===== config.mk =====
export PLATFORM = sky130hd
export DESIGN_NAME = utf8_decoder_with_cp1252_fallback_core_flat
export DESIGN_NICKNAME = d
export VERILOG_FILES = /design/src/rtl/core/utf8d_pkg.sv /design/src/rtl/core/utf8d_in_if.sv /design/src/rtl/core/utf8d_out_if.sv /design/src/rtl/core/utf8_decoder_with_cp1252_fallback_core.sv /design/src/flat_wrapper.sv
export SDC_FILE = /design/constraint.sdc
export NUM_CORES = 1
export LEC_CHECK = 0
export ABC_AREA = 1
export BUFFER_PORTS_ARGS = -buffer_cell sky130_fd_sc_hd__buf_2
export CAP_MARGIN = 20
export CORE_MARGIN = 2
export CORE_UTILIZATION = 53
export CTS_CLUSTER_DIAMETER = 150
export DETAILED_ROUTE_END_ITERATION = 10
export PLACE_DENSITY = 0.81
export SYNTH_ARGS = -nofsm -noshare
export SYNTH_HDL_FRONTEND = slang
export SYNTH_SLANG_ARGS = --single-unit

===== constraint.sdc =====
create_clock -name clk -period 2.2 [get_ports clk]
set_input_delay 0.44 -clock clk [delete_from_list [all_inputs] [get_ports clk]]
set_output_delay 0.44 -clock clk [all_outputs]
set_load 0.05 [all_outputs]

===== src/rtl/core/utf8d_pkg.sv =====
// shared types, widths and the cp1252 c1 lookup for the utf-8 decoder
`default_nettype none

package utf8d_pkg;

  localparam int BYTE_W = 8;
  localparam int CP_W   = 21;
  localparam int ST_W   = 3;
  localparam int PEND_W = 2;

  typedef enum logic [ST_W-1:0] {
    ST_OK       = 3'd0,
    ST_UNMAPPED = 3'd1,
    ST_STRAY    = 3'd2,
    ST_BADLEAD  = 3'd3,
    ST_MISSING  = 3'd4,
    ST_TRUNC    = 3'd5
  } status_t;

  // zero marks a hole in the table
  function automatic logic [15:0] cp1252_lookup(input logic [4:0] idx);
    logic [15:0] val;
    case (idx)
      5'd0:    val = 16'h20AC;
      5'd2:    val = 16'h201A;
      5'd3:    val = 16'h0192;
      5'd4:    val = 16'h201E;
      5'd5:    val = 16'h2026;
      5'd6:    val = 16'h2020;
      5'd7:    val = 16'h2021;
      5'd8:    val = 16'h02C6;
      5'd9:    val = 16'h2030;
      5'd10:   val = 16'h0160;
      5'd11:   val = 16'h2039;
      5'd12:   val = 16'h0152;
      5'd14:   val = 16'h017D;
      5'd17:   val = 16'h2018;
      5'd18:   val = 16'h2019;
      5'd19:   val = 16'h201C;
      5'd20:   val = 16'h201D;
      5'd21:   val = 16'h2022;
      5'd22:   val = 16'h2013;
      5'd23:   val = 16'h2014;
      5'd24:   val = 16'h02DC;
      5'd25:   val = 16'h2122;
      5'd26:   val = 16'h0161;
      5'd27:   val = 16'h203A;
      5'd28:   val = 16'h0153;
      5'd30:   val = 16'h017E;
      5'd31:   val = 16'h0178;
      default: val = 16'h0000;
    endcase
    return val;
  endfunction

endpackage

`default_nettype wire


===== src/rtl/core/utf8d_in_if.sv =====
// input channel: one raw byte per word with an end-of-string flag
`default_nettype none

interface utf8d_in_if;
  logic                          valid;
  logic                          ready;
  logic [utf8d_pkg::BYTE_W-1:0]  byte_in;
  logic                          last_byte;

  modport source (output valid, output byte_in, output last_byte, input ready);
  modport sink   (input valid, input byte_in, input last_byte, output ready);
endinterface

`default_nettype wire


===== src/rtl/core/utf8d_out_if.sv =====
// result channel: decoded code point, status and end-of-string flag per word
`default_nettype none

interface utf8d_out_if;
  logic                        valid;
  logic                        ready;
  logic [utf8d_pkg::CP_W-1:0]  cp_val;
  logic [utf8d_pkg::ST_W-1:0]  status;
  logic                        final_result;

  modport source (output valid, output cp_val, output status, output final_result,
                  input ready);
  modport sink   (input valid, input cp_val, input status, input final_result,
                  output ready);
endinterface

`default_nettype wire


===== src/rtl/core/utf8_decoder_with_cp1252_fallback_core.sv =====
// utf-8 decoder with cp1252 fallback for c1 bytes
// a byte waits in the input register, and its result word is held in the result
//   register until out_ch.ready takes it; zero or one result word per byte
// throughput: one byte per cycle, set by the single decode step between the input
//   register and the result register, while no held result word is left waiting
// reset: synchronous active-low rst_n clears both stages and the decode state
`default_nettype none

module utf8_decoder_with_cp1252_fallback_core (
  input  wire logic  clk,
  input  wire logic  rst_n,
  utf8d_in_if.sink   in_ch,
  utf8d_out_if.source out_ch
);
  import utf8d_pkg::*;

  logic              s1_valid_r;
  logic [BYTE_W-1:0] s1_byte_r;
  logic              s1_last_r;
  logic              s1_adv;

  logic [PEND_W-1:0] pend_r, pend_nxt, pend_dec;
  logic [CP_W-1:0]   part_r, part_nxt, merged;
  logic              disc_r, disc_nxt;

  logic              res_v;
  logic [CP_W-1:0]   res_cp;
  status_t           res_st;
  logic              res_fin;
  logic [15:0]       c1_val;

  logic              out_valid_r;
  logic [CP_W-1:0]   out_cp_r;
  status_t           out_st_r;
  logic              out_fin_r;

  assign s1_adv      = s1_valid_r && (!out_valid_r || out_ch.ready);
  assign in_ch.ready = !s1_valid_r || s1_adv;

  always_ff @(posedge clk) begin
    if (!rst_n) begin
      s1_valid_r <= 1'b0;
    end else if (in_ch.ready) begin
      s1_valid_r <= in_ch.valid;
    end
  end

  always_ff @(posedge clk) begin
    if (in_ch.ready && in_ch.valid) begin
      s1_byte_r <= in_ch.byte_in;
      s1_last_r <= in_ch.last_byte;
    end
  end

  assign pend_dec = pend_r - 2'd1;
  assign c1_val   = cp1252_lookup(s1_byte_r[4:0]);

  always_comb begin
    case (pend_dec)
      2'd2:    merged = part_r | (CP_W'(s1_byte_r[5:0]) << 12);
      2'd1:    merged = part_r | (CP_W'(s1_byte_r[5:0]) << 6);
      default: merged = part_r | CP_W'(s1_byte_r[5:0]);
    endcase
  end

  always_comb begin
    pend_nxt = pend_r;
    part_nxt = part_r;
    disc_nxt = disc_r;
    res_v    = 1'b0;
    res_cp   = '0;
    res_st   = ST_OK;
    res_fin  = s1_last_r;
    if (disc_r) begin
      if (s1_last_r) begin
        disc_nxt = 1'b0;
      end
    end else if (pend_r != '0) begin
      if (s1_byte_r[7:6] != 2'b10) begin
        res_v = 1'b1; res_st = ST_MISSING; res_fin = 1'b1;
        pend_nxt = '0; part_nxt = '0; disc_nxt = !s1_last_r;
      end else if (pend_dec == '0) begin
        res_v = 1'b1; res_cp = merged;
        pend_nxt = '0; part_nxt = '0;
      end else if (s1_last_r) begin
        res_v = 1'b1; res_st = ST_TRUNC; res_fin = 1'b1;
        pend_nxt = '0; part_nxt = '0; disc_nxt = 1'b0;
      end else begin
        pend_nxt = pend_dec;
        part_nxt = merged;
      end
    end else begin
      case (s1_byte_r) inside
        [8'h00:8'h7F]: begin
          res_v  = 1'b1;
          res_cp = CP_W'(s1_byte_r);
        end
        [8'h80:8'h9F]: begin
          res_v = 1'b1;
          if (c1_val == '0) begin
            res_st = ST_UNMAPPED; res_fin = 1'b1; disc_nxt = !s1_last_r;
          end else begin
            res_cp = CP_W'(c1_val);
          end
        end
        [8'hA0:8'hBF]: begin
          res_v = 1'b1; res_st = ST_STRAY; res_fin = 1'b1; disc_nxt = !s1_last_r;
        end
        [8'hC0:8'hF7]: begin
          if (s1_last_r) begin
            res_v = 1'b1; res_st = ST_TRUNC; res_fin = 1'b1;
          end else if (s1_byte_r[7:5] == 3'b110) begin
            pend_nxt = 2'd1;
            part_nxt = CP_W'(s1_byte_r[4:0]) << 6;
          end else if (s1_byte_r[7:4] == 4'b1110) begin
            pend_nxt = 2'd2;
            part_nxt = CP_W'(s1_byte_r[3:0]) << 12;
          end else begin
            pend_nxt = 2'd3;
            part_nxt = CP_W'(s1_byte_r[2:0]) << 18;
          end
        end
        default: begin
          res_v = 1'b1; res_st = ST_BADLEAD; res_fin = 1'b1; disc_nxt = !s1_last_r;
        end
      endcase
    end
  end

  always_ff @(posedge clk) begin
    if (!rst_n) begin
      pend_r      <= '0;
      part_r      <= '0;
      disc_r      <= 1'b0;
      out_valid_r <= 1'b0;
    end else if (s1_adv) begin
      pend_r      <= pend_nxt;
      part_r      <= part_nxt;
      disc_r      <= disc_nxt;
      out_valid_r <= res_v;
    end else if (out_ch.ready) begin
      out_valid_r <= 1'b0;
    end
  end

  always_ff @(posedge clk) begin
    if (s1_adv && res_v) begin
      out_cp_r  <= res_cp;
      out_st_r  <= res_st;
      out_fin_r <= res_fin;
    end
  end

  assign out_ch.valid        = out_valid_r;
  assign out_ch.cp_val       = out_cp_r;
  assign out_ch.status       = out_st_r;
  assign out_ch.final_result = out_fin_r;

  // skipping a failed string never overlaps an open sequence
  a_disc_no_pend: assert property (@(posedge clk) disable iff (!rst_n)
    disc_r |-> pend_r == '0)
    else $error("discard with sequence open");

  // partial bits only live while continuations are due
  a_part_clear: assert property (@(posedge clk) disable iff (!rst_n)
    pend_r == '0 |-> part_r == '0)
    else $error("stale partial value");

  // an error word carries no code point and ends its string
  a_err_word: assert property (@(posedge clk) disable iff (!rst_n)
    out_valid_r && out_st_r != ST_OK |-> out_cp_r == '0 && out_fin_r)
    else $error("malformed error word");

  // a result word only follows a byte that left the input stage
  a_out_src: assert property (@(posedge clk) disable iff (!rst_n)
    $rose(out_valid_r) |-> $past(s1_adv))
    else $error("result word without source byte");

endmodule

`default_nettype wire

===== src/flat_wrapper.sv =====
// flat-port wrapper written by rule: the top's interface ports become plain ports
module utf8_decoder_with_cp1252_fallback_core_flat import utf8d_pkg::*;
  (clk, rst_n, in_ch_valid, in_ch_byte_in, in_ch_last_byte, in_ch_ready, out_ch_valid, out_ch_cp_val, out_ch_status, out_ch_final_result, out_ch_ready);
  utf8d_in_if in_ch_i ();
  utf8d_out_if out_ch_i ();
  input  wire logic clk;
  input  wire logic rst_n;
  input wire logic [$bits(in_ch_i.valid)-1:0] in_ch_valid;
  input wire logic [$bits(in_ch_i.byte_in)-1:0] in_ch_byte_in;
  input wire logic [$bits(in_ch_i.last_byte)-1:0] in_ch_last_byte;
  output wire logic [$bits(in_ch_i.ready)-1:0] in_ch_ready;
  output wire logic [$bits(out_ch_i.valid)-1:0] out_ch_valid;
  output wire logic [$bits(out_ch_i.cp_val)-1:0] out_ch_cp_val;
  output wire logic [$bits(out_ch_i.status)-1:0] out_ch_status;
  output wire logic [$bits(out_ch_i.final_result)-1:0] out_ch_final_result;
  input wire logic [$bits(out_ch_i.ready)-1:0] out_ch_ready;
  assign in_ch_i.valid = in_ch_valid;
  assign in_ch_i.byte_in = in_ch_byte_in;
  assign in_ch_i.last_byte = in_ch_last_byte;
  assign in_ch_ready = in_ch_i.ready;
  assign out_ch_valid = out_ch_i.valid;
  assign out_ch_cp_val = out_ch_i.cp_val;
  assign out_ch_status = out_ch_i.status;
  assign out_ch_final_result = out_ch_i.final_result;
  assign out_ch_i.ready = out_ch_ready;
  utf8_decoder_with_cp1252_fallback_core u_core (.clk(clk), .rst_n(rst_n), .in_ch(in_ch_i), .out_ch(out_ch_i));
endmodule

# [Word level (Yosys, flattened, before mapping)]
# Memories as Yosys holds them, arrays and structs flattened. A register that Yosys moved wholly into a read port is not among the register bits.
# Cells that the tools add are included.
[word_totals] reg_bits=60 mem_bits_ro=352 in_bits=13 word_cells=117 memories=1
[classes] addsub=1 magnitude_cmp=8 eq_ne=9 n_mux=66 n_bitwise=4 n_reduce_logical=18
[mem_list] memory="(no name shown)" depth=32 word_bits=11 rd=1 rd_ports_with_merged_regs=1 wr=0 line="utf8d_pkg.sv:23" text="case (idx)"
[ops] operator="$mux W21" n=16
[ops] operator="$pmux W21 S2" n=1
[ops] operator="$mux W1" n=29
[ops] operator="$ge A8 B8 Y1 const B" n=3
[ops] operator="$le A8 B8 Y1 const B" n=3
[ops] operator="$mux W3" n=8
[ops] operator="$or A21 B12 Y21" n=1
[ops] operator="$or A21 B18 Y21" n=1
[ops] operator="$or A21 B6 Y21" n=1
[ops] operator="$mux W2" n=10
[ops] operator="$logic_not A16 Y1" n=1
[ops] operator="$mux W16" n=1
[ops] operator="$ge A8 B1 Y1 const B" n=1
[ops] operator="$le A8 B7 Y1 const B" n=1
[ops] operator="$logic_and A1 B1 Y1" n=7
[ops] operator="$reduce_and A7 Y1" n=1
[ops] operator="$ne A2 B1 Y1 const B" n=3
[ops] operator="$reduce_bool A2 Y1" n=3
[ops] operator="$mux W5" n=1
[ops] operator="$eq A4 B4 Y1 const B" n=1
[ops] operator="$ne A2 B2 Y1 const B" n=2
[ops] operator="$eq A3 B3 Y1 const B" n=1
[ops] operator="$logic_not A1 Y1" n=3
[ops] operator="$eq A2 B1 Y1 const B" n=1
[ops] operator="5 further kinds" n=6

# [Longest topological paths before layout]
[logic_depth] word_depth=9 mapped_depth=13

# [Least setup slack after synthesis]
# No wires, ideal clock.
[synth_timing] path_type="register to register" startpoint="register u_core.out_valid_r, in the netlist u_core.out_ch.valid" endpoint="register u_core.c1_val[5] (netlist name)" setup_ns=0.114 arrival_ns=2.318 path_slack_ns=-0.233 path_stages_with_launch=12 n_path_buf=1 period_less_slack_ns=2.433 path_cell_list="dfxtp_1 -> nand3_2 -> nand2_2 -> buf_2 -> nand2_1 -> o21ai_0 -> ha_1 -> nand2_1 -> nand2_1 -> nor2_1 -> nor2_1 -> nand2_1"
[synth_between] elab_chain_cells=6
[synth_rtl] item="start: declaration" line="utf8_decoder_with_cp1252_fallback_core.sv:32" text="logic out_valid_r;"
[synth_rtl] item="start signal: assignment" line="utf8_decoder_with_cp1252_fallback_core.sv:140" text="out_valid_r <= res_v;"
[synth_rtl] item="$logic_not A1 Y1" line="utf8_decoder_with_cp1252_fallback_core.sv:37" text="assign s1_adv = s1_valid_r && (!out_valid_r || out_ch.ready);"
[synth_rtl] item="$logic_or A1 B1 Y1" line="utf8_decoder_with_cp1252_fallback_core.sv:37"
[synth_rtl] item="$logic_and A1 B1 Y1" line="utf8_decoder_with_cp1252_fallback_core.sv:37"
[synth_rtl] item="$logic_or A1 B1 Y1" line="utf8_decoder_with_cp1252_fallback_core.sv:38" text="assign in_ch.ready = !s1_valid_r || s1_adv;"
[synth_rtl] item="via in_ch_ready" line="flat_wrapper.sv:11" text="output wire logic [$bits(in_ch_i.ready)-1:0] in_ch_ready;"
[synth_rtl] item="$logic_and A1 B1 Y1" line="utf8_decoder_with_cp1252_fallback_core.sv:49" text="if (in_ch.ready && in_ch.valid) begin"
[synth_rtl] item="$mux W5 (no line)"
# The timed path passes the listed nets, and every way through them passes these cells.
# A chain may end at the register's enable or synchronous reset.

# [Worst setup path in the final report]
[layout_timing] startpoint="register u_core.pend_r[0]" endpoint="register u_core.out_cp_r[0], in the netlist u_core.out_ch.cp_val[0] (data pin)"
[layout_between] elab_chain_cells=6
[layout_rtl] item="start: declaration" line="utf8_decoder_with_cp1252_fallback_core.sv:22" text="logic [PEND_W-1:0] pend_r, pend_nxt, pend_dec;"
[layout_rtl] item="start signal: assignment" line="utf8_decoder_with_cp1252_fallback_core.sv:137" text="pend_r <= pend_nxt;"
[layout_rtl] item="$sub A2 B1 Y2" line="utf8_decoder_with_cp1252_fallback_core.sv:55" text="assign pend_dec = pend_r - 2'd1;"
[layout_rtl] item="$eq A2 B1 Y1 or $eq A2 B2 Y1 (tied branches)" line="utf8_decoder_with_cp1252_fallback_core.sv:59" text="case (pend_dec)"
[layout_rtl] item="$pmux W21 S2" line="utf8_decoder_with_cp1252_fallback_core.sv:59"
[layout_rtl] item="$mux W21" line="utf8_decoder_with_cp1252_fallback_core.sv:82" text="end else if (pend_dec == '0) begin"
[layout_rtl] item="$mux W21" line="utf8_decoder_with_cp1252_fallback_core.sv:79" text="if (s1_byte_r[7:6] != 2'b10) begin"
[layout_rtl] item="$mux W21 (*)" line="utf8_decoder_with_cp1252_fallback_core.sv:78" text="end else if (pend_r != '0) begin"
[layout_rtl] item="end signal: assignment" line="utf8_decoder_with_cp1252_fallback_core.sv:148" text="out_cp_r <= res_cp;"
[layout_rtl] item="end: declaration" line="utf8_decoder_with_cp1252_fallback_core.sv:33" text="logic [CP_W-1:0] out_cp_r;"
# Every way passes the cells marked *; elsewhere a longest branch is shown, timed or not.

==> results.md <==
- Port Buf Inserts: 39
- Synth top area cells: edfxtp_1, dfxtp_1, nand2_1, a21oi_1, nor2_1
- Part of the cycle the worst path needs: 0.922
- Worst Tran Pin Value: 834 ps
- Area growth, synth to finish: 17.7%
- Avg WL per Cell: 14.8 um
- Crit path required time: 2360 ps
- Max-Cap Viols: 0
- Simple-Gate Fraction of Synth Area: 0.251
- Diodes inserted: 0
- Worst-path clk slew: 80 ps
- Number of buffers on the longest clock path: 2
- Post-Synth XOR/XNOR Area: 0
- Die footprint: 0.00770 mm^2
- Total core area: 0.00679 mm^2
- Crit Path Category: register to register
- Relative slew slack: 0.438
- Total CTS buffers: 9
- Maximum VDD drop: 0.335 mV
- Post-detailed-route via-to-cell ratio: 5.61
- Fin crit period: 2030 ps
- HP Start: in_ch_byte_in[5]
- Number of global-route vias before repair: 3179
- Distinct cell type count after synthesis: 33
- Dpl cell area: 0.00411 mm^2
- Post-Layout Inst Area: 0.00437 mm^2
- Critical path fanouts, max: 7
- Post-synth ARST share: 0
- Fin. Hold Viols: 0
- CTS tree: done
- Leading area contributor after synthesis: edfxtp_1
- # rows: 30
- Adder-cell share of the synthesized area: 0.0438
- Starting Density: 0.547
- Fmax achieved: 493 MHz
- IO Pins: 40
- Syn Inst Count: 467
- Outcome: completed
- Proportion of layout cells with a drive suffix above 1: 0.182
- Static Leak: 1.88 nW
- Initial antenna violation count: 0
- GPL Wtd Cong: 0.963
- Crit path DAT: 2190 ps
- Drt pass-1 iters: 5
- # fillers: 578
- All-Layer GR Usage: 0.254
- Drt initial violations: 305
- Startpoint Class: register
- Power density cells: 758 mW/mm^2
- Crit end category: register
- Die width: 87.7 um
- Grt ovf: 0
- Sequential cell area: 0.00176 mm^2
- Mean post-synth cell area: 7.96 um^2
- Htree depth: 3
- Ys Warns: 0
- Final HPWL DP: 6.73 mm
- Vias: 3494
- Commonest non-fill, non-tap cells in the layout: nand2_1, a21oi_1, nor2_1
- Yosys reg bits: 71
- Mapped cell area: 0.00372 mm^2
- Power Total: 3.31 mW
- Die Ht: 87.7 um
- Mux contribution to synthesized area: 0
- Largest family of logic cells by synthesized area: simple AND/OR/NAND/NOR gates
- Most common cell after layout, fill and taps aside: nand2_1
- Worst Hold Depth: 1
- Register area share after synthesis: 0.474
- Post-synth EDFFs: 34
- Multi-input logic area: 0.00172 mm^2
- Hold Buf Count CTS: 0
- Sink Count: 71
- Synth top area share: 0.275
- Clock root cell: clkbuf_8
- Final net count: 548
- R2r setup slk: 170 ps
- Post-Syn Nets: 493
- End of the worst register-to-register path: u_core.out_ch.cp_val[0]
- Final WL: 9.21 mm
- Final-report setup violation count: 0
- Setup Skew: 12.5 ps
- Post-synth top flop: dfxtp_1
- DRC Markers: 0
- Slew Limit Fails: 0
- Final ANT Viol Nets: 0
- Post-synthesis compound-gate area fraction: 0.166
- Hold Path End: u_core.s1_byte_r[5]
- Unrepaired setup endpoints after global routing: false
- Min-delay worst type: primary input to register
- Clock Latency Late Sink: 360 ps
- First-pass GRT wire length: 15.0 mm
- Largest net degree at the start of global routing: 24
- Cells on worst reg2reg path: 6
- RR Startpoint: u_core.pend_r[0]
[kinds of logic (layout without fill, tap and decap cells)]
family                   count (synthesis)  count (layout)
AO/OA/AOI/OAI                          110             110
adder cells (fa/ha/maj)                 13              13
buffers and inverters                   61             121
flip-flops                              71              71
AND/OR/NAND/NOR                        212             212
[critical path, cell delays in order, from the launching register on]
cell	delay, ps
dfxtp_1	400
inv_1	120
ha_1	320
or2_2	400
o21bai_1	250
nand2_1	110
a31oi_1	240
[per-layer routing]
layer	share of wire	GRT usage
met4	0.037	0.137
met5	0	0
met1	0.42	0.334
met3	0.082	0.0537
met2	0.46	0.394
[timing repair]
item / CTS / global route
setup endpoints to repair: 0 / 17
setup buffers: 0 / 3
resized for setup: 0 / 1
[per-stage QoR]
stage	setup slack [ps]	util	instances	hold WS, ps	setup TNS, ps
floorplan	13.1	-	467	440	0
global placement	-3.04	0.605	604	448	-3.04
detailed placement	-52.3	0.605	604	454	-91.8
CTS	60.6	0.640	620	254	0
global route	4.65	0.644	623	258	0
finish	171	0.644	623	264	0
[worst max-delay path by stage]
stage / start / end / slack [ps] / cells past startpoint
after global placement: out_ch_ready / u_core.c1_val[3] / -3 / 11
final: u_core.pend_r[0] / u_core.out_ch.cp_val[0] / 170 / 6
after CTS: u_core.s1_byte_r[7] / u_core.pend_r[1] / 60 / 7
after floorplan: u_core.pend_r[0] / u_core.out_ch.cp_val[0] / 10 / 8
after detailed placement: out_ch_ready / u_core.c1_val[5] / -50 / 11
after global routing: u_core.s1_valid_r / u_core.c1_val[1] / 5 / 7
[Yosys cell counts (3+ instances only)]
master    number
inv_2          5
nand2_2        3
or2_1          4
inv_1         39
nand2_1      113
clkbuf_1       5
nand4_1        4
a21oi_1       55
o22ai_1       11
nor3_1         7
nor2_1        44
o21bai_1       6
nand3_2        3
buf_2         10
o21ai_0       18
o21ai_1        9
a31oi_1        3
dfxtp_1       37
edfxtp_1      34
nand3_1       28
ha_1          13
[state kept, by name (all words and copies together) (netlist names)]
name                        count
u_core.c1_val                  11
u_core.disc_r                   1
u_core.out_ch.cp_val           21
u_core.s1_byte_r                8
u_core.s1_last_r                1
u_core.out_ch.final_result      1
u_core.part_r                  21
u_core.out_ch.valid             1
u_core.out_ch.status            3
u_core.s1_valid_r               1
u_core.pend_r                   2
[final cells by class]
| type | count | area share |
|---|---|---|
| Clock buffer | 10 | 0.0340 |
| Clock inverter | 6 | 0.0206 |
| Inverter | 45 | 0.0386 |
| Multi-Input combinational cell | 335 | 0.393 |
| Sequential cell | 71 | 0.403 |
| Tap cell | 96 | 0.0275 |
| Timing Repair Buffer | 60 | 0.0835 |
[report_power, final]
part | switching (mW) | total [mW] | internal, mW
logic | 0.410 | 0.588 | 0.178
registers | 0.0438 | 1.51 | 1.47
clock network | 0.502 | 1.21 | 0.710
total | 0.956 | 3.31 | 2.36
Power figures use the tool's default switching activity.
